<file path="config.mk">
export PLATFORM = sky130hd
export DESIGN_NAME = lpcr_front
export DESIGN_NICKNAME = d
export VERILOG_FILES = /design/src/lpcr_pkg.sv /design/src/lpcr_fifo.sv /design/src/lpcr_front.sv
export SDC_FILE = /design/constraint.sdc
export NUM_CORES = 1
export LEC_CHECK = 0
export BUFFER_PORTS_ARGS = -buffer_cell sky130_fd_sc_hd__buf_2
export CAP_MARGIN = 10
export CORE_MARGIN = 2
export CORE_UTILIZATION = 42
export DETAILED_ROUTE_END_ITERATION = 8
export PLACE_DENSITY = 0.66
export SYNTH_ARGS = -nofsm -noshare
export SYNTH_HDL_FRONTEND = slang
export SYNTH_SLANG_ARGS = --single-unit
</file>
<file path="constraint.sdc">
create_clock -name clk -period 19.9 [get_ports clk]
set_input_delay 1.99 -clock clk [delete_from_list [all_inputs] [get_ports clk]]
set_output_delay 1.99 -clock clk [all_outputs]
set_load 0.02 [all_outputs]
</file>
<file path="src/lpcr_pkg.sv">
// Shared types and constants for the length-prefixed command ring.
// Used by the front end, the back end sequencer and the top level.
// No dependencies.
package lpcr_pkg;

	// Field widths fixed by the command format
	localparam int WORD_W   = 32;
	localparam int CNT_W    = 3;
	localparam int IN_WORDS = 4;
	localparam int IW_W     = $clog2(IN_WORDS);

	// Largest payload a command may carry or a getter may take
	localparam int MAX_PAYLOAD = 4;

	// Largest value popped_count can report
	localparam int PC_MAX = (2 ** CNT_W) - 1;

	// Operation codes on func
	localparam logic FUNC_POST = 1'b0;
	localparam logic FUNC_GET  = 1'b1;

	// Classified command handed from front to back
	typedef struct packed {
		logic                              func;
		logic [CNT_W-1:0]                  count;
		logic [CNT_W-1:0]                  capacity;
		logic [IN_WORDS-1:0][WORD_W-1:0]   words;
	} cmd_t;

	// One result transaction
	typedef struct packed {
		logic              ok;
		logic [CNT_W-1:0]  popped_count;
		logic              has_word;
		logic [WORD_W-1:0] word;
		logic              last;
	} res_t;

	// Back end sequencer states
	typedef enum logic [2:0] {
		ST_IDLE,
		ST_POST_CNT,
		ST_POST_PAY,
		ST_GET_RD,
		ST_GET_CNT,
		ST_GET_EMIT,
		ST_RESULT
	} seq_state_t;

	// Clamp a 3-bit count to the payload limit
	function automatic logic [CNT_W-1:0] sat_payload(input logic [CNT_W-1:0] v);
		logic [CNT_W:0] lim;
		lim = (CNT_W+1)'(MAX_PAYLOAD);
		if ({1'b0, v} > lim) begin
			return lim[CNT_W-1:0];
		end
		return v;
	endfunction

endpackage

</file>
<file path="src/lpcr_fifo.sv">
// Small register-based FIFO used for the command queue and the result queue.
// Depends on nothing but its parameters.
module lpcr_fifo #(
	parameter int WIDTH = 8,
	parameter int DEPTH = 2
) (
	input  logic             clk,
	input  logic             arst_n,
	input  logic             wr_en,
	input  logic [WIDTH-1:0] wr_data,
	output logic             full,
	input  logic             rd_en,
	output logic [WIDTH-1:0] rd_data,
	output logic             empty
);

	localparam int PW = (DEPTH > 1) ? $clog2(DEPTH) : 1;
	localparam int CW = $clog2(DEPTH + 1);

	logic [WIDTH-1:0] entry_q [DEPTH];
	logic [PW-1:0]    wr_ptr_q;
	logic [PW-1:0]    rd_ptr_q;
	logic [CW-1:0]    cnt_q;
	logic             do_wr;
	logic             do_rd;

	assign full    = (cnt_q == CW'(DEPTH));
	assign empty   = (cnt_q == '0);
	assign do_wr   = wr_en && !full;
	assign do_rd   = rd_en && !empty;
	assign rd_data = entry_q[rd_ptr_q];

	// Entry storage, no reset needed
	always_ff @(posedge clk) begin
		if (do_wr) begin
			entry_q[wr_ptr_q] <= wr_data;
		end
	end

	// Pointers and fill count
	always_ff @(posedge clk or negedge arst_n) begin
		if (!arst_n) begin
			wr_ptr_q <= '0;
			rd_ptr_q <= '0;
			cnt_q    <= '0;
		end else begin
			if (do_wr) begin
				wr_ptr_q <= (wr_ptr_q == PW'(DEPTH - 1)) ? '0 : wr_ptr_q + PW'(1);
			end
			if (do_rd) begin
				rd_ptr_q <= (rd_ptr_q == PW'(DEPTH - 1)) ? '0 : rd_ptr_q + PW'(1);
			end
			if (do_wr && !do_rd) begin
				cnt_q <= cnt_q + CW'(1);
			end else if (do_rd && !do_wr) begin
				cnt_q <= cnt_q - CW'(1);
			end
		end
	end

endmodule

</file>
<file path="src/lpcr_front.sv">
// Front end: accepts input transactions, clamps count and capacity to the
// payload limit and queues the classified command. Uses lpcr_pkg, lpcr_fifo.
module lpcr_front
	import lpcr_pkg::*;
(
	input  logic                clk,
	input  logic                arst_n,
	input  logic                push,
	output logic                full,
	input  logic                func,
	input  logic [CNT_W-1:0]    count,
	input  logic [CNT_W-1:0]    capacity,
	input  logic [WORD_W-1:0]   word_0,
	input  logic [WORD_W-1:0]   word_1,
	input  logic [WORD_W-1:0]   word_2,
	input  logic [WORD_W-1:0]   word_3,
	output cmd_t                cmd,
	output logic                cmd_valid,
	input  logic                cmd_pop
);

	cmd_t cmd_in;
	logic cmd_empty;

	// Classify: clamp both counts, pack payload
	always_comb begin
		cmd_in.func     = func;
		cmd_in.count    = sat_payload(count);
		cmd_in.capacity = sat_payload(capacity);
		cmd_in.words[0] = word_0;
		cmd_in.words[1] = word_1;
		cmd_in.words[2] = word_2;
		cmd_in.words[3] = word_3;
	end

	// Command queue between front and back
	lpcr_fifo #(
		.WIDTH ($bits(cmd_t)),
		.DEPTH (2)
	) u_cmd_q (
		.clk     (clk),
		.arst_n  (arst_n),
		.wr_en   (push),
		.wr_data (cmd_in),
		.full    (full),
		.rd_en   (cmd_pop),
		.rd_data (cmd),
		.empty   (cmd_empty)
	);

	assign cmd_valid = !cmd_empty;

endmodule

</file>
==> flow_metrics.py <==
metrics = {
    "clock_tree": {
        "cts.repair.resized": 0,
        "numCtsBuffers": 29,
        "cts_tree": "built",
        "worstSkewPairLatency_ns": 0.53,
        "cts.path.max_buffers": 3,
        "cts_setup_buffers": 0,
        "htree_levels": 1,
        "clockRootBuffer": "clkbuf_16",
        "holdBufCountCts": 0,
        "cts.sinks": 274,
        "path_clk_slew_ns": 0.06,
    },
    "global_routing": {
        "grt_pass1_wl_um": 30200,
        "globalRouteTotalUtil_pct": 15.0,
        "grt_pass1_vias": 5582,
        "grt_overflow": 0,
        "antenna_found_initial": 5,
        "grt_start_max_net_pins": 77,
    },
    "drt": {
        "top_layer_used": "met5",
        "antenna_left": 0,
        "wl_per_cell_um": 18.1,
        "routed_wl_um": 19500,
        "drtPass1Iterations": 4,
        "wl_met1_um": 7630,
        "vias": 5095,
        "drc": 0,
        "vias_per_cell": 4.71,
        "met3_length_um": 1860,
        "first_iter_violations": 269,
        "wl_met2_um": 9640,
    },
    "power": {
        "p_comb_share_pct": 31.1,
        "pwr-share-clk_pct": 26.1,
        "p_sw_share_pct": 31.6,
        "cellLeakagePower_nw": 4.89,
        "p_int_mw": 1.36,
        "p_seq_share_pct": 42.8,
        "peakVddDrop_mv": 0.101,
        "p_switching_mw": 0.631,
        "powerDensity_mw_per_mm2": 156,
    },
    "sta": {
        "fin_skew_ns": 0.0147,
        "hold_viol": 0,
        "fmax_ghz": 0.194,
        "tns_ns": 0,
        "maxSlewViolCount": 0,
        "period_minus_slack_ns": 5.16,
        "finalSetupViolations": 0,
        "tightest_slew_ns": 1.04,
        "rsz0062_at_grt": "false",
        "slew_headroom_pct": 30.7,
        "fin_crit_sh_pct": 25.9,
    },
    "logic_synthesis": {
        "syn_avg_cell_area_sq_um": 22.7,
        "synth_ff_type": "edfxtp_1",
        "synthDistinctLibCells": 17,
        "synth_cells": 445,
        "ys_ff_latch": 274,
        "synth_warnings": 0,
        "synth-edff-count": 270,
        "yosys-top-cells-area": "edfxtp_1, mux2_2, mux2_4",
        "synth_top_area_share_pct": 80.1,
        "yosys.area.top_type": "edfxtp_1",
        "syn_area_sq_mm": 0.0101,
        "synth_nets": 585,
        "async_reset_ff_share_pct": 1.46,
        "seq_area_frac_synth_pct": 81.1,
    },
    "place": {
        "io_buffers": 275,
        "dpl.hpwl_um": 13300,
        "place_area_sq_mm": 0.0118,
        "gp_congestion": 0.773,
        "dp_cells": 1026,
    },
    "run_status": {
        "status": "finished, final reports clean",
    },
    "job": {
        "drv_cap": 0,
    },
    "floorplanning": {
        "rows": 56,
        "dieWidth_um": 159,
        "initial_core_util_pct": 43.0,
        "die_y_um": 159,
        "ioPinCount": 276,
        "dieArea_sq_mm": 0.0254,
        "core_sq_mm": 0.0235,
    },
    "cells_and_area": {
        "stdcell_area_sq_mm": 0.0128,
        "stdcell_count": 1082,
        "syn2layout_area_growth_pct": 26.2,
        "final_common_cell": "buf_2",
        "drive_gt1_share_pct": 60.8,
        "fillers": 1934,
        "nets": 878,
        "mostFrequentLayoutCells": "buf_2, edfxtp_1, mux2_2",
    },
    "setup_path": {
        "crit_buf_inv": 2,
        "worstPathMaxFanout": 76,
        "slowest_delay_ns": 1.10,
        "start_kind": "register",
        "critPathTopFamily": "flip-flops",
        "critical_path_class": "register to primary output",
        "crit_slowest_cell": "dfrtp_4",
        "cp.required_ns": 17.91,
        "end_kind": "primary output",
        "path_cells": "buf_4 -> mux2_2 -> buf_2",
        "crit_arrival_ns": 3.17,
    },
    "hold_path": {
        "min_path_type": "register to register",
    },
}
==> cell usage after synthesis (2+ instances only) <==
library cell and instances:
nor2b_1 4, mux2_4 40, mux2_2 95, xor2_1 2
nand2_1 2, buf_6 6, buf_2 9, nor2_1 2
clkbuf_1 2, inv_1 2, dfrtp_1 4, xnor2_1 3
edfxtp_1 270
==> power groups by stage <==
stage,Combinational (mW),Clock (mW),Sequential (mW)
after floorplan,0.476,0,0.845
after global placement,0.623,0,0.859
after detailed placement,0.632,0,0.868
after CTS,0.634,0.535,0.856
after global routing,0.662,0.557,0.868
final,0.622,0.521,0.854
==> layer usage <==
metal	vias to the layer above	track usage (%)
met3	38	6.23
met5	-	0
met4	6	4.30
met2	208	25.8
li1	2359	-
met1	2484	17.3
==> path summary, 6_finish.rpt <==
path | from | end | slack, ns | cells after the start
max in group asynchronous | arst_n | u_cmd_q.rd_ptr_q$_DFFE_PN0P_ | 18.50 | 1
min | u_cmd_q.cnt_q[1]$_DFFE_PN0P_ | u_cmd_q.cnt_q[1]$_DFFE_PN0P_ | 0.49 | 1
min reg2reg | u_cmd_q.cnt_q[1]$_DFFE_PN0P_ | u_cmd_q.cnt_q[1]$_DFFE_PN0P_ | 0.49 | 1
max | u_cmd_q.rd_ptr_q$_DFFE_PN0P_ | cmd[28] | 14.74 | 3
max reg2reg | u_cmd_q.cnt_q[0]$_DFFE_PN0P_ | u_cmd_q.entry_q[1][133]$_DFFE_PP_ | 17.14 | 3
min in group asynchronous | arst_n | u_cmd_q.wr_ptr_q$_DFFE_PN0P_ | 1.25 | 1
==> area by class of cell <==
cell class	count	area, sq um	share of cell area [%]
flip-flops and latches	274	8210	64.3
multi-input cells	152	1800	14.1
repair buffers	279	1410	11.0
clock buffers	37	776	6.07
well taps	319	399	3.12
clock inverters	17	170	1.33
inverters	2	7.51	0.0588
diodes	2	5.00	0.0392
==> per-stage QoR <==
step / util, % / power, mW / worst slack (ns) / hold slack, ns
2_1_floorplan: - / 1.32 / 11.58 / 0.457
3_3_place_gp: 50.2 / 1.48 / 15.29 / 0.470
3_5_place_dp: 50.2 / 1.50 / 15.23 / 0.479
4_1_cts: 54.2 / 2.03 / 14.67 / 0.492
5_1_grt: 54.2 / 2.09 / 14.58 / 0.514
6_report: 54.3 / 2.00 / 14.74 / 0.492
==> cells by family (layout without fill, tap and decap cells) <==
family / count (synthesis) / after routing / synth area share, %
fa+ha+maj: 1 / 1 / 0.124
xor+xnor: 5 / 5 / 0.433
flops: 274 / 274 / 81.1
simple gates: 11 / 11 / 0.581
other cells: 0 / 2 / 0
mux: 135 / 135 / 16.5
buf+inv: 19 / 335 / 1.26
==> state kept, by name (all words and copies together) (netlist names) <==
signal            cells
u_cmd_q.wr_ptr_q      1
u_cmd_q.rd_ptr_q      1
u_cmd_q.cnt_q         2
u_cmd_q.entry_q     270
Power figures use the tool's default switching activity.
