==> src/lpcr_fifo.sv <==
// Small register-based FIFO used for the command queue and the result queue.
// Depends on nothing but its parameters.
module lpcr_fifo #(
	parameter int WIDTH = 8,
	parameter int DEPTH = 2
) (
	input  logic             clk,
	input  logic             arst_n,
	input  logic             wr_en,
	input  logic [WIDTH-1:0] wr_data,
	output logic             full,
	input  logic             rd_en,
	output logic [WIDTH-1:0] rd_data,
	output logic             empty
);

	localparam int PW = (DEPTH > 1) ? $clog2(DEPTH) : 1;
	localparam int CW = $clog2(DEPTH + 1);

	logic [WIDTH-1:0] entry_q [DEPTH];
	logic [PW-1:0]    wr_ptr_q;
	logic [PW-1:0]    rd_ptr_q;
	logic [CW-1:0]    cnt_q;
	logic             do_wr;
	logic             do_rd;

	assign full    = (cnt_q == CW'(DEPTH));
	assign empty   = (cnt_q == '0);
	assign do_wr   = wr_en && !full;
	assign do_rd   = rd_en && !empty;
	assign rd_data = entry_q[rd_ptr_q];

	// Entry storage, no reset needed
	always_ff @(posedge clk) begin
		if (do_wr) begin
			entry_q[wr_ptr_q] <= wr_data;
		end
	end

	// Pointers and fill count
	always_ff @(posedge clk or negedge arst_n) begin
		if (!arst_n) begin
			wr_ptr_q <= '0;
			rd_ptr_q <= '0;
			cnt_q    <= '0;
		end else begin
			if (do_wr) begin
				wr_ptr_q <= (wr_ptr_q == PW'(DEPTH - 1)) ? '0 : wr_ptr_q + PW'(1);
			end
			if (do_rd) begin
				rd_ptr_q <= (rd_ptr_q == PW'(DEPTH - 1)) ? '0 : rd_ptr_q + PW'(1);
			end
			if (do_wr && !do_rd) begin
				cnt_q <= cnt_q + CW'(1);
			end else if (do_rd && !do_wr) begin
				cnt_q <= cnt_q - CW'(1);
			end
		end
	end

endmodule

==> config.mk <==
export PLATFORM = sky130hd
export DESIGN_NAME = lpcr_fifo
export DESIGN_NICKNAME = d
export VERILOG_FILES = /design/src/lpcr_fifo.sv
export SDC_FILE = /design/constraint.sdc
export NUM_CORES = 1
export LEC_CHECK = 0
export ABC_AREA = 1
export BUFFER_PORTS_ARGS = -buffer_cell sky130_fd_sc_hd__buf_2
export CAP_MARGIN = 15
export CORE_UTILIZATION = 49
export DETAILED_ROUTE_END_ITERATION = 10
export PLACE_DENSITY = 0.83
export SLEW_MARGIN = 10
export SYNTH_ARGS = -nofsm -noshare
export SYNTH_HDL_FRONTEND = slang
export SYNTH_SLANG_ARGS = --single-unit
==> constraint.sdc <==
create_clock -name clk -period 1.4 [get_ports clk]
set_input_delay 0.21 -clock clk [delete_from_list [all_inputs] [get_ports clk]]
set_output_delay 0.21 -clock clk [all_outputs]
set_load 0.01 [all_outputs]
==> results of run 1 <==
## layout make-up
cell class | instances | area share
flip-flops and latches | 20 | 0.5706
multi-input cells | 44 | 0.2012
repair buffers | 27 | 0.1472
inverters | 8 | 0.03558
clock buffers | 3 | 0.02209
well taps | 16 | 0.01963
clock inverters | 1 | 0.003681
## registers in the layout (all words and copies together) (netlist names)
signal and cells:
wr_ptr_q 1, cnt_q 2, entry_q 16, rd_ptr_q 1
## placed cells by master (no fill, tap or decap)
cell type / count
clkinv_1: 1
ha_1: 1
nand2_1: 33
inv_1: 6
dfrtp_1: 3
buf_4: 4
clkbuf_4: 3
nor2_1: 1
dfrtp_2: 1
o21ai_2: 1
nand3b_1: 1
buf_2: 22
xnor2_1: 1
o21ai_0: 1
nor2_2: 2
nand3_1: 1
dlygate4sd3_1: 1
edfxtp_1: 16
inv_4: 1
clkinvlp_4: 1
nand4_1: 1
nor2_4: 1
## worst max-delay path, cell delays in order, from the launching register on
cell and delay, ps:
dfrtp_1 450, buf_4 170, nor2_1 100, buf_2 140
## layer usage
| metal | track usage | part of all wire | vias up | wire length (um) |
|---|---|---|---|---|
| met4 | 0.07500 | 0.019 | 0 | 27 |
| met5 | 0 | 0 | - | 0 |
| met1 | 0.2071 | 0.43 | 262 | 596 |
| met3 | 0.04310 | 0.043 | 6 | 60 |
| li1 | - | - | 298 | - |
| met2 | 0.2727 | 0.51 | 21 | 707 |
## report_power, final
part / switching, W / internal (W) / leakage, nW
Clock: 0.000162 / 0.000104 / 0.0154
Sequential: 0.0000840 / 0.000829 / 0.196
Combinational: 0.000514 / 0.000361 / 0.270
## repair_timing
item                                    4_1_cts  5_1_grt
setup buffers                                 0        2
gates cloned                                  0        0
pin swaps                                     0        1
resized for setup                             4        4
hold buffers                                  1        0
endpoints found under the hold margin         4        0
endpoints found under the setup margin       17       26
## synth_stat cells, drive strengths merged
master | number | area, um^2
ha | 1 | 12.51
nand3b | 1 | 7.510
edfxtp | 16 | 480.5
inv | 8 | 30.03
dfrtp | 4 | 100.1
xnor2 | 1 | 8.760
nand2 | 33 | 123.9
nand4 | 1 | 6.260
o21ai | 2 | 10.01
nand3 | 1 | 5.000
buf | 1 | 5.000
nor2 | 4 | 20.02
## cells by family after synthesis
kind of cell,Yosys count,share of synthesized area
compound gates,2,0.01237
simple gates,40,0.2009
buf+inv,9,0.04327
fa+ha+maj,1,0.01545
xor+xnor,1,0.01082
flops,20,0.7172
## how the worst max path moves through the flow
| stage | depth (start not counted) | to | start | slack [ps] |
|---|---|---|---|---|
| 6_report | 3 | empty | cnt_q[0] | 50 |
| 5_1_grt | 7 | cnt_q[1] | cnt_q[0] | -50 |
| 4_1_cts | 4 | rd_data[2] | rd_ptr_q | 20 |
| 3_5_place_dp | 3 | entry_q[1][3] | cnt_q[1] | -110 |
| 3_3_place_gp | 3 | entry_q[1][3] | cnt_q[1] | 2 |
| 2_1_floorplan | 3 | entry_q[1][0] | cnt_q[1] | 80 |
## through the flow
stage,instances,total power [W],setup TNS (ps),hold slack (ps)
global route,119,0.002212,-93.34,85.68
global placement,112,0.001682,0,21.28
floorplan,73,0.001400,0,-85.59
detailed placement,112,0.001715,-929.2,23.50
finish,119,0.002055,0,95.87
CTS,117,0.002006,0,93.16
==> results.md, run 1 <==
* Vias in the first global route at 516
* Maximum fanout encountered on the critical timing path at 5
* Total track usage at 0.1670
* Relative area change from synthesis to final layout at 25.97%
* Post-CTS clock slew at the launch and capture registers of the worst setup and hold paths at 100 ps
* Minimum setup slack among reg-to-reg paths at 50 ps
* Antenna Cells at 0
* Die height at 42.65 um
* Worst reg2reg path depth at 7
* Setup skew after layout at 3.486 ps
* Post-synthesis area per instance at 11.09 um^2
* Area taken by flip-flops and latches at 581.8 um^2
* Number of different library cells in the post-synthesis netlist at 14
* CTS tree: done
* Synthesized area at 809.5 um^2
* Net count of the mapped netlist at 86
* Number of DRC markers in iteration 0 at 7
* Worst Setup Slack, final at 45.07 ps
* Outcome: finished, final reports clean
* Dpl hpwl at 980.9 um
* Fraction of final layout cells with drive strength greater than 1 at 0.3495
* Terminus of the critical flop-to-flop path: cnt_q[1]
* Leftover overflow at the end of global routing at 0
* Final setup violation count at 0
* Standard-cell row count at 14
* Router iterations before antenna repair at 4
* Post-DR vias/cell at 4.933
* Post-placement cell area at 952.2 um^2
* Count of pins over their slew limit at 0
* Number of synthesis warnings at 0
* Initial antenna violation count at 0
* # port buffers at 21
* Synthesized instance count at 73
* Clock root buffer: clkbuf_4
* Clock tree buffer depth at 2
* Routed wire length at 1.390 mm
* Headroom to the max-slew limit at 0.6812
* Initial core utilization at 0.5312
* Beginning of the worst hold path: wr_data[3]
* Drt wl/cell at 11.68 um
* Number of top-level design ports at 22
* Count of filler cells inserted in the layout at 121
* Actual slew at the worst max-slew pin at 473.2 ps
* Final layout net count at 117
* Cell depth of the worst min-delay path at 1
* Number of storage elements in the synthesis netlist at 20
* Required time at the worst-slack endpoint at 1190 ps
* Power density over the cells at 2015 nW/um^2
* CTS buffer count at 3
* Reg2reg start: cnt_q[0]
* Core area at 1524 um^2
* Startpoint type of the worst setup path: flip-flop
* Final GP Congestion at 0.8431
* First-pass GRT wire length at 2.152 mm
* P_leak at 0.4807 nW
* Share of the yosys chip area belonging to registers at 0.7172
* Data arrival time at the worst-slack endpoint at 1140 ps
* Crit path time final at 1355 ps
* RSZ-0062 raised after global routing: true
* Final clock period utilization by the worst path at 0.9678
* Worst Hold Class: in -> reg
* Routed vias at 587
* Fin area at 1020 um^2
* Pin count of the biggest net entering global routing at 12
* Num Clock Sinks at 20
* Worst hold path endpoint: entry_q[1][3]
* Final count of hold timing violations at 0
* Worst slack at placement at -113.6 ps
* Post-layout util at 0.6691
* IR Drop Worst-Case VDD at 1311 uV
* Remaining antenna violation count after routing at 0
* Remaining routing DRC violations at 0
* Insertion delay of the later-clocked pin in the worst-skew pair at 290 ps
* Die outline width at 42.65 um
* Multi-input gate area in the final layout at 205.2 um^2
* Kind of critical path: reg -> out
* Critical Path Sink Type: output port
* H-Tree Level Count at 1
* Highest attainable clock frequency at 738.0 MHz
* Total Die Area at 1819 um^2
* Maximum Capacitance Violations at 0
Power figures use the tool's default switching activity.
==> inputs of run 2 (changes only) <==
--- a/config.mk
+++ b/config.mk
@@ -8,9 +8,10 @@
 export ABC_AREA = 1
 export BUFFER_PORTS_ARGS = -buffer_cell sky130_fd_sc_hd__buf_2
 export CAP_MARGIN = 15
-export CORE_UTILIZATION = 49
+export CORE_ASPECT_RATIO = 0.6
+export CORE_UTILIZATION = 35
 export DETAILED_ROUTE_END_ITERATION = 10
-export PLACE_DENSITY = 0.83
+export PLACE_DENSITY = 0.65
 export SLEW_MARGIN = 10
 export SYNTH_ARGS = -nofsm -noshare
 export SYNTH_HDL_FRONTEND = slang
==> run 2 against run 1 <==
Worst hold slack gained 46 ps; flip-flop and latch count unchanged; die area rose by 38%; first-iteration DRC count increased to 2.6 times the previous value; register-to-register slack better by 40 ps; global-route usage shrank 2.2 points; critical path depth rose by 4; total power rose by 7.7%; non-clock buffer count did not move; largest power group is now combinational logic; critical endpoint is now cnt_q[1]; highest routed layer is now met3.
==> results.md, run 2 (synthesis gave the netlist of run 1 again) <==
* IR Drop Worst-Case VDD at 1004 uV
* Routed vias at 570
* CTS buffer count at 3
* Final count of hold timing violations at 0
* Final GP Congestion at 0.8166
* Outcome: finished, final reports clean
* Power density over the cells at 2053 nW/um^2
* Highest attainable clock frequency at 757.8 MHz
* Final setup violation count at 0
* Critical Path Sink Type: flip-flop
* Count of filler cells inserted in the layout at 219
* Drt wl/cell at 11.36 um
* Num Clock Sinks at 20
* Number of DRC markers in iteration 0 at 18
* Post-CTS clock slew at the launch and capture registers of the worst setup and hold paths at 70 ps
* Startpoint type of the worst setup path: flip-flop
* Multi-input gate area in the final layout at 225.2 um^2
* Data arrival time at the worst-slack endpoint at 1470 ps
* Worst slack at placement at -100.1 ps
* Die height at 39.25 um
* Clock root buffer: clkbuf_8
* Max FFs per register at 16
* CTS tree: done
* Maximum Capacitance Violations at 0
* Total Die Area at 2515 um^2
* Standard-cell row count at 13
* Insertion delay of the later-clocked pin in the worst-skew pair at 250 ps
* Worst Hold Class: in -> reg
* Dpl hpwl at 1.158 mm
* Core area at 2180 um^2
* Maximum fanout encountered on the critical timing path at 4
* P_leak at 0.4904 nW
* Remaining antenna violation count after routing at 0
* Pin count of the biggest net entering global routing at 12
* Antenna Cells at 0
* RSZ-0062 raised after global routing: false
* Crit path time final at 1320 ps
* # port buffers at 21
* Top reg by flops: entry_q
* Headroom to the max-slew limit at 0.8057
* Remaining routing DRC violations at 0
* Total track usage at 0.1447
* Setup skew after layout at 4.961 ps
* Actual slew at the worst max-slew pin at 288.4 ps
* Required time at the worst-slack endpoint at 1550 ps
* Top Registers: entry_q: 16 flops, cnt_q: 2 flops
* Most common cell after layout, fill and taps aside: nand2_1
* Relative area change from synthesis to final layout at 33.23%
* Area taken by flip-flops and latches at 581.8 um^2
* H-Tree Level Count at 1
* Vias in the first global route at 531
* Initial core utilization at 0.3714
* Leftover overflow at the end of global routing at 0
* Worst Setup Slack, final at 80.36 ps
* Number of top-level design ports at 22
* Final-layout setup total negative slack at 0 ps
* Commonest non-fill, non-tap cells in the layout: nand2_1, buf_2, edfxtp_1
* First-pass GRT wire length at 2.415 mm
* Router iterations before antenna repair at 4
* Clock tree buffer depth at 2
* Minimum setup slack among reg-to-reg paths at 80 ps
* Final layout net count at 117
* Fraction of final layout cells with drive strength greater than 1 at 0.3786
* Final clock period utilization by the worst path at 0.9426
* Initial antenna violation count at 0
* Die outline width at 64.09 um
* Routed wire length at 1.511 mm
* Count of pins over their slew limit at 0
* Kind of critical path: reg -> reg
* Post-DR vias/cell at 4.286
-- run 2: routing by layer --
metal,routed length [um],global-route usage,up-vias,part of all wire
met5,0,0,-,0
met2,675,0.2394,15,0.45
met3,92,0.06395,0,0.061
met1,743,0.1713,261,0.49
met4,0,0.05114,0,0
li1,-,-,294,-
-- run 2: cell type report --
cell class / instances / share of cell area
Sequential cell: 20 / 0.5394
Multi-Input combinational cell: 44 / 0.2088
Timing Repair Buffer: 27 / 0.1415
Clock buffer: 3 / 0.03828
Tap cell: 30 / 0.03480
Inverter: 8 / 0.03364
Clock inverter: 1 / 0.003480
-- run 2: critical path: stages, from the launching register on --
cell	delay (ps)
dfrtp_1	390
buf_4	160
o21ai_2	180
ha_4	240
inv_1	70
nand3_1	70
nand2_1	60
nand2_1	50
-- run 2: path summary, 6_finish.rpt --
path / end / depth (start not counted) / start
min: entry_q[0][5] / 1 / wr_data[5]
min in group asynchronous: cnt_q[1] / 2 / arst_n
max reg2reg: cnt_q[1] / 7 / cnt_q[0]
min reg2reg: wr_ptr_q / 2 / wr_ptr_q
max: cnt_q[1] / 7 / cnt_q[0]
max in group asynchronous: rd_ptr_q / 2 / arst_n
-- run 2: where the power goes --
group	switching (W)	total, W	internal (W)
sequential	0.0000800	0.000911	0.000831
clock	0.000170	0.000365	0.000195
combinational	0.000550	0.000938	0.000388
total	0.000800	0.00221	0.00141
-- run 2: repair_timing --
item / CTS / global route
gates resized for setup: 2 / 9
buffers inserted: 0 / 2
pin swaps: 0 / 1
endpoints found under the hold margin: 4 / 0
hold buffers: 1 / 0
setup endpoints to repair: 9 / 25
-- run 2: per-stage QoR --
stage | area, um^2 | power, W | util | hold slack, ps | cells
6_report | 1079 | 0.002214 | 0.4948 | 141.6 | 133
5_1_grt | 1079 | 0.002385 | 0.4948 | 130.8 | 133
4_1_cts | 1027 | 0.002119 | 0.4713 | 133.0 | 131
3_5_place_dp | 969.7 | 0.001736 | 0.4449 | 26.84 | 126
3_3_place_gp | 969.7 | 0.001702 | 0.4449 | 23.52 | 126
2_1_floorplan | 809.5 | 0.001400 | - | -85.59 | 73
==> inputs of run 3 (changes only) <==
--- a/config.mk
+++ b/config.mk
@@ -5,7 +5,6 @@
 export SDC_FILE = /design/constraint.sdc
 export NUM_CORES = 1
 export LEC_CHECK = 0
-export ABC_AREA = 1
 export BUFFER_PORTS_ARGS = -buffer_cell sky130_fd_sc_hd__buf_2
 export CAP_MARGIN = 15
 export CORE_ASPECT_RATIO = 0.6
==> run 3 against run 2 <==
The flow now finishes with violations (setup timing); fmax is 8.8% lower; cell count decreased by 20%; die area shrank 3.2%; total power increased by 17%; clock skew about the same; final area grew 7.7%; global-route usage down 1.0 points; highest routed layer is now met4.
==> results.md, run 3 <==
* Antenna Cells at 0
* Final clock period utilization by the worst path at 1.034
* Total track usage at 0.1343
* Worst reg2reg path depth at 5
* Insertion delay of the later-clocked pin in the worst-skew pair at 260 ps
* Required time at the worst-slack endpoint at 1190 ps
* P_leak at 0.5076 nW
* Startpoint type of the worst setup path: flip-flop
* # port buffers at 21
* Cell depth of the worst min-delay path at 1
* Share of the yosys chip area belonging to registers at 0.7424
* Actual slew at the worst max-slew pin at 228.7 ps
* Leftover overflow at the end of global routing at 0
* Pin count of the biggest net entering global routing at 13
* H-Tree Level Count at 1
* Initial core utilization at 0.3976
* Num Clock Sinks at 20
* Most area-hungry cell type in the Yosys netlist: edfxtp_1
* Routed wire length at 1.380 mm
* Fraction of final layout cells with drive strength greater than 1 at 0.6154
* Data arrival time at the worst-slack endpoint at 1240 ps
* Final count of hold timing violations at 0
* Dpl hpwl at 1.015 mm
* Total Die Area at 2434 um^2
* Most common cell after layout, fill and taps aside: edfxtp_1
* Relative area change from synthesis to final layout at 48.48%
* Critical Path Sink Type: output port
* CTS tree: done
* Worst Setup Slack, final at -47.02 ps
* Highest attainable clock frequency at 691.1 MHz
* Kind of critical path: reg -> out
* Cell-internal power at 0.001881 W
* Remaining antenna violation count after routing at 0
* Outcome: finished, violations left
* Clock root buffer: clkbuf_8
* Worst hold path endpoint: entry_q[0][2]
* Power density over the cells at 2233 nW/um^2
* Number of storage elements in the synthesis netlist at 20
* Synthesized area at 782.0 um^2
* Die outline width at 63.03 um
* Fraction of power consumed by sequential logic at 0.361
* Proportion of total power due to net switching at 0.2748
* Maximum Capacitance Violations at 0
* EDFF count, synth at 16
* CTS buffer count at 3
* Max FFs per register at 16
* Final setup violation count at 8
* Cell with the most instances after synthesis: edfxtp_1
* Post-placement cell area at 962.2 um^2
* Crit path time final at 1447 ps
* Area share of the leading cell type in the synthesized netlist at 0.6144
* Most common library cells after synthesis: edfxtp_1, mux2_1, dfrtp_1
* Area taken by flip-flops and latches at 581.8 um^2
* Top Registers: entry_q: 16 flops, cnt_q: 2 flops
* Final layout net count at 92
* Reg2reg start: cnt_q[1]
* Multi-input gate area in the final layout at 225.2 um^2
* Routed vias at 453
* Beginning of the worst hold path: wr_data[2]
* Commonest non-fill, non-tap cells in the layout: edfxtp_1, buf_2, buf_6
* Count of pins over their slew limit at 0
* Post-DR vias/cell at 4.274
* Remaining routing DRC violations at 0
* Maximum fanout encountered on the critical timing path at 5
* Final GP Congestion at 0.6363
* Vias in the first global route at 469
* First-pass GRT wire length at 2.194 mm
* Router iterations before antenna repair at 2
* IR Drop Worst-Case VDD at 887.9 uV
* Top reg by flops: entry_q
* Clock network power share at 0.218
* Die height at 38.62 um
* Switching power at 0.0007126 W
* Terminus of the critical flop-to-flop path: cnt_q[1]
* Failing checks: setup timing
* Post-synthesis area per instance at 17.77 um^2
* Combinational cell fraction of total power at 0.422
* Top FF cell, synth: edfxtp_1
* Number of different library cells in the post-synthesis netlist at 15
* Number of DRC markers in iteration 0 at 13
* Clock tree buffer depth at 2
* Number of top-level design ports at 22
* Setup skew after layout at 4.826 ps
* Synthesized instance count at 44
* Drt wl/cell at 13.02 um
* Fin area at 1161 um^2
* RSZ-0062 raised after global routing: true
* Standard-cell row count at 12
* Area contributors post-synth: edfxtp_1, dfrtp_1, mux2_1
* Worst Hold Class: in -> reg
* Headroom to the max-slew limit at 0.8476
* Net count of the mapped netlist at 57
* Post-CTS clock slew at the launch and capture registers of the worst setup and hold paths at 70 ps
* Share of synthesized registers carrying an async set or reset at 0.2000
* Worst slack at placement at 37.12 ps
* Core area at 1967 um^2
* Minimum setup slack among reg-to-reg paths at 70 ps
* Number of synthesis warnings at 0
* Count of filler cells inserted in the layout at 162
* Initial antenna violation count at 0
## run 3: final cells by class
class / count / share of cell area
inverter: 2 / 0.006466
timing repair buffer: 31 / 0.2069
sequential: 20 / 0.5011
multi-input combinational: 21 / 0.1940
clock buffer: 3 / 0.03556
tap: 28 / 0.03017
clock inverter: 1 / 0.02586
## run 3: worst max-delay path, cell delays in order (launching register included)
cell and delay, ps:
dfrtp_2 420, buf_6 140, mux2_4 300, buf_6 120
## run 3: how the worst max path moves through the flow
stage	cells after the start	slack [ps]	end	startpoint
detailed placement	6	40	cnt_q[1]	cnt_q[0]
CTS	3	-50	rd_data[6]	rd_ptr_q
finish	3	-50	rd_data[6]	rd_ptr_q
floorplan	3	8	entry_q[0][0]	cnt_q[0]
global placement	5	60	entry_q[0][6]	cnt_q[1]
global route	3	-80	rd_data[5]	rd_ptr_q
## run 3: cells by family after synthesis
family	share of synthesized area
xor+xnor	0.06561
mux	0.1152
fa+ha+maj	0.01600
simple gates	0.03841
buf+inv	0.01600
flops	0.7424
compound gates	0.006394
## run 3: power groups by stage
stage	Clock [W]	Combinational, W	Sequential (W)
after floorplan	0	0.000470	0.000906
after global placement	0	0.000713	0.000958
after detailed placement	0	0.000725	0.000965
after CTS	0.000578	0.00108	0.000917
after global routing	0.000600	0.00118	0.000952
final	0.000564	0.00109	0.000935
## run 3: routing by layer
layer / global-route usage / vias to the layer above / part of all wire
met5: 0 / - / 0
met4: 0.03488 / 0 / 0.0094
met3: 0.05588 / 2 / 0.061
met2: 0.2124 / 15 / 0.47
met1: 0.1723 / 211 / 0.46
li1: - / 225 / -
## run 3: repair_timing
action                                  in CTS  in global routing
resized for setup                           19                  3
endpoints found under the setup margin       8                 17
hold buffers                                 1                  0
buffers inserted                             3                  0
hold endpoints to repair                     4                  0
pin swaps                                    0                  1
## run 3: through the flow
step	setup TNS (ps)	power (W)	std cells	utilization	hold slack, ps
2_1_floorplan	0	0.001376	44	-	-85.59
3_3_place_gp	0	0.001670	98	0.4892	21.91
3_5_place_dp	0	0.001690	98	0.4892	30.09
4_1_cts	-304.3	0.002579	106	0.5833	133.2
5_1_grt	-545.7	0.002732	106	0.5903	133.1
6_report	-312.1	0.002593	106	0.5903	140.2
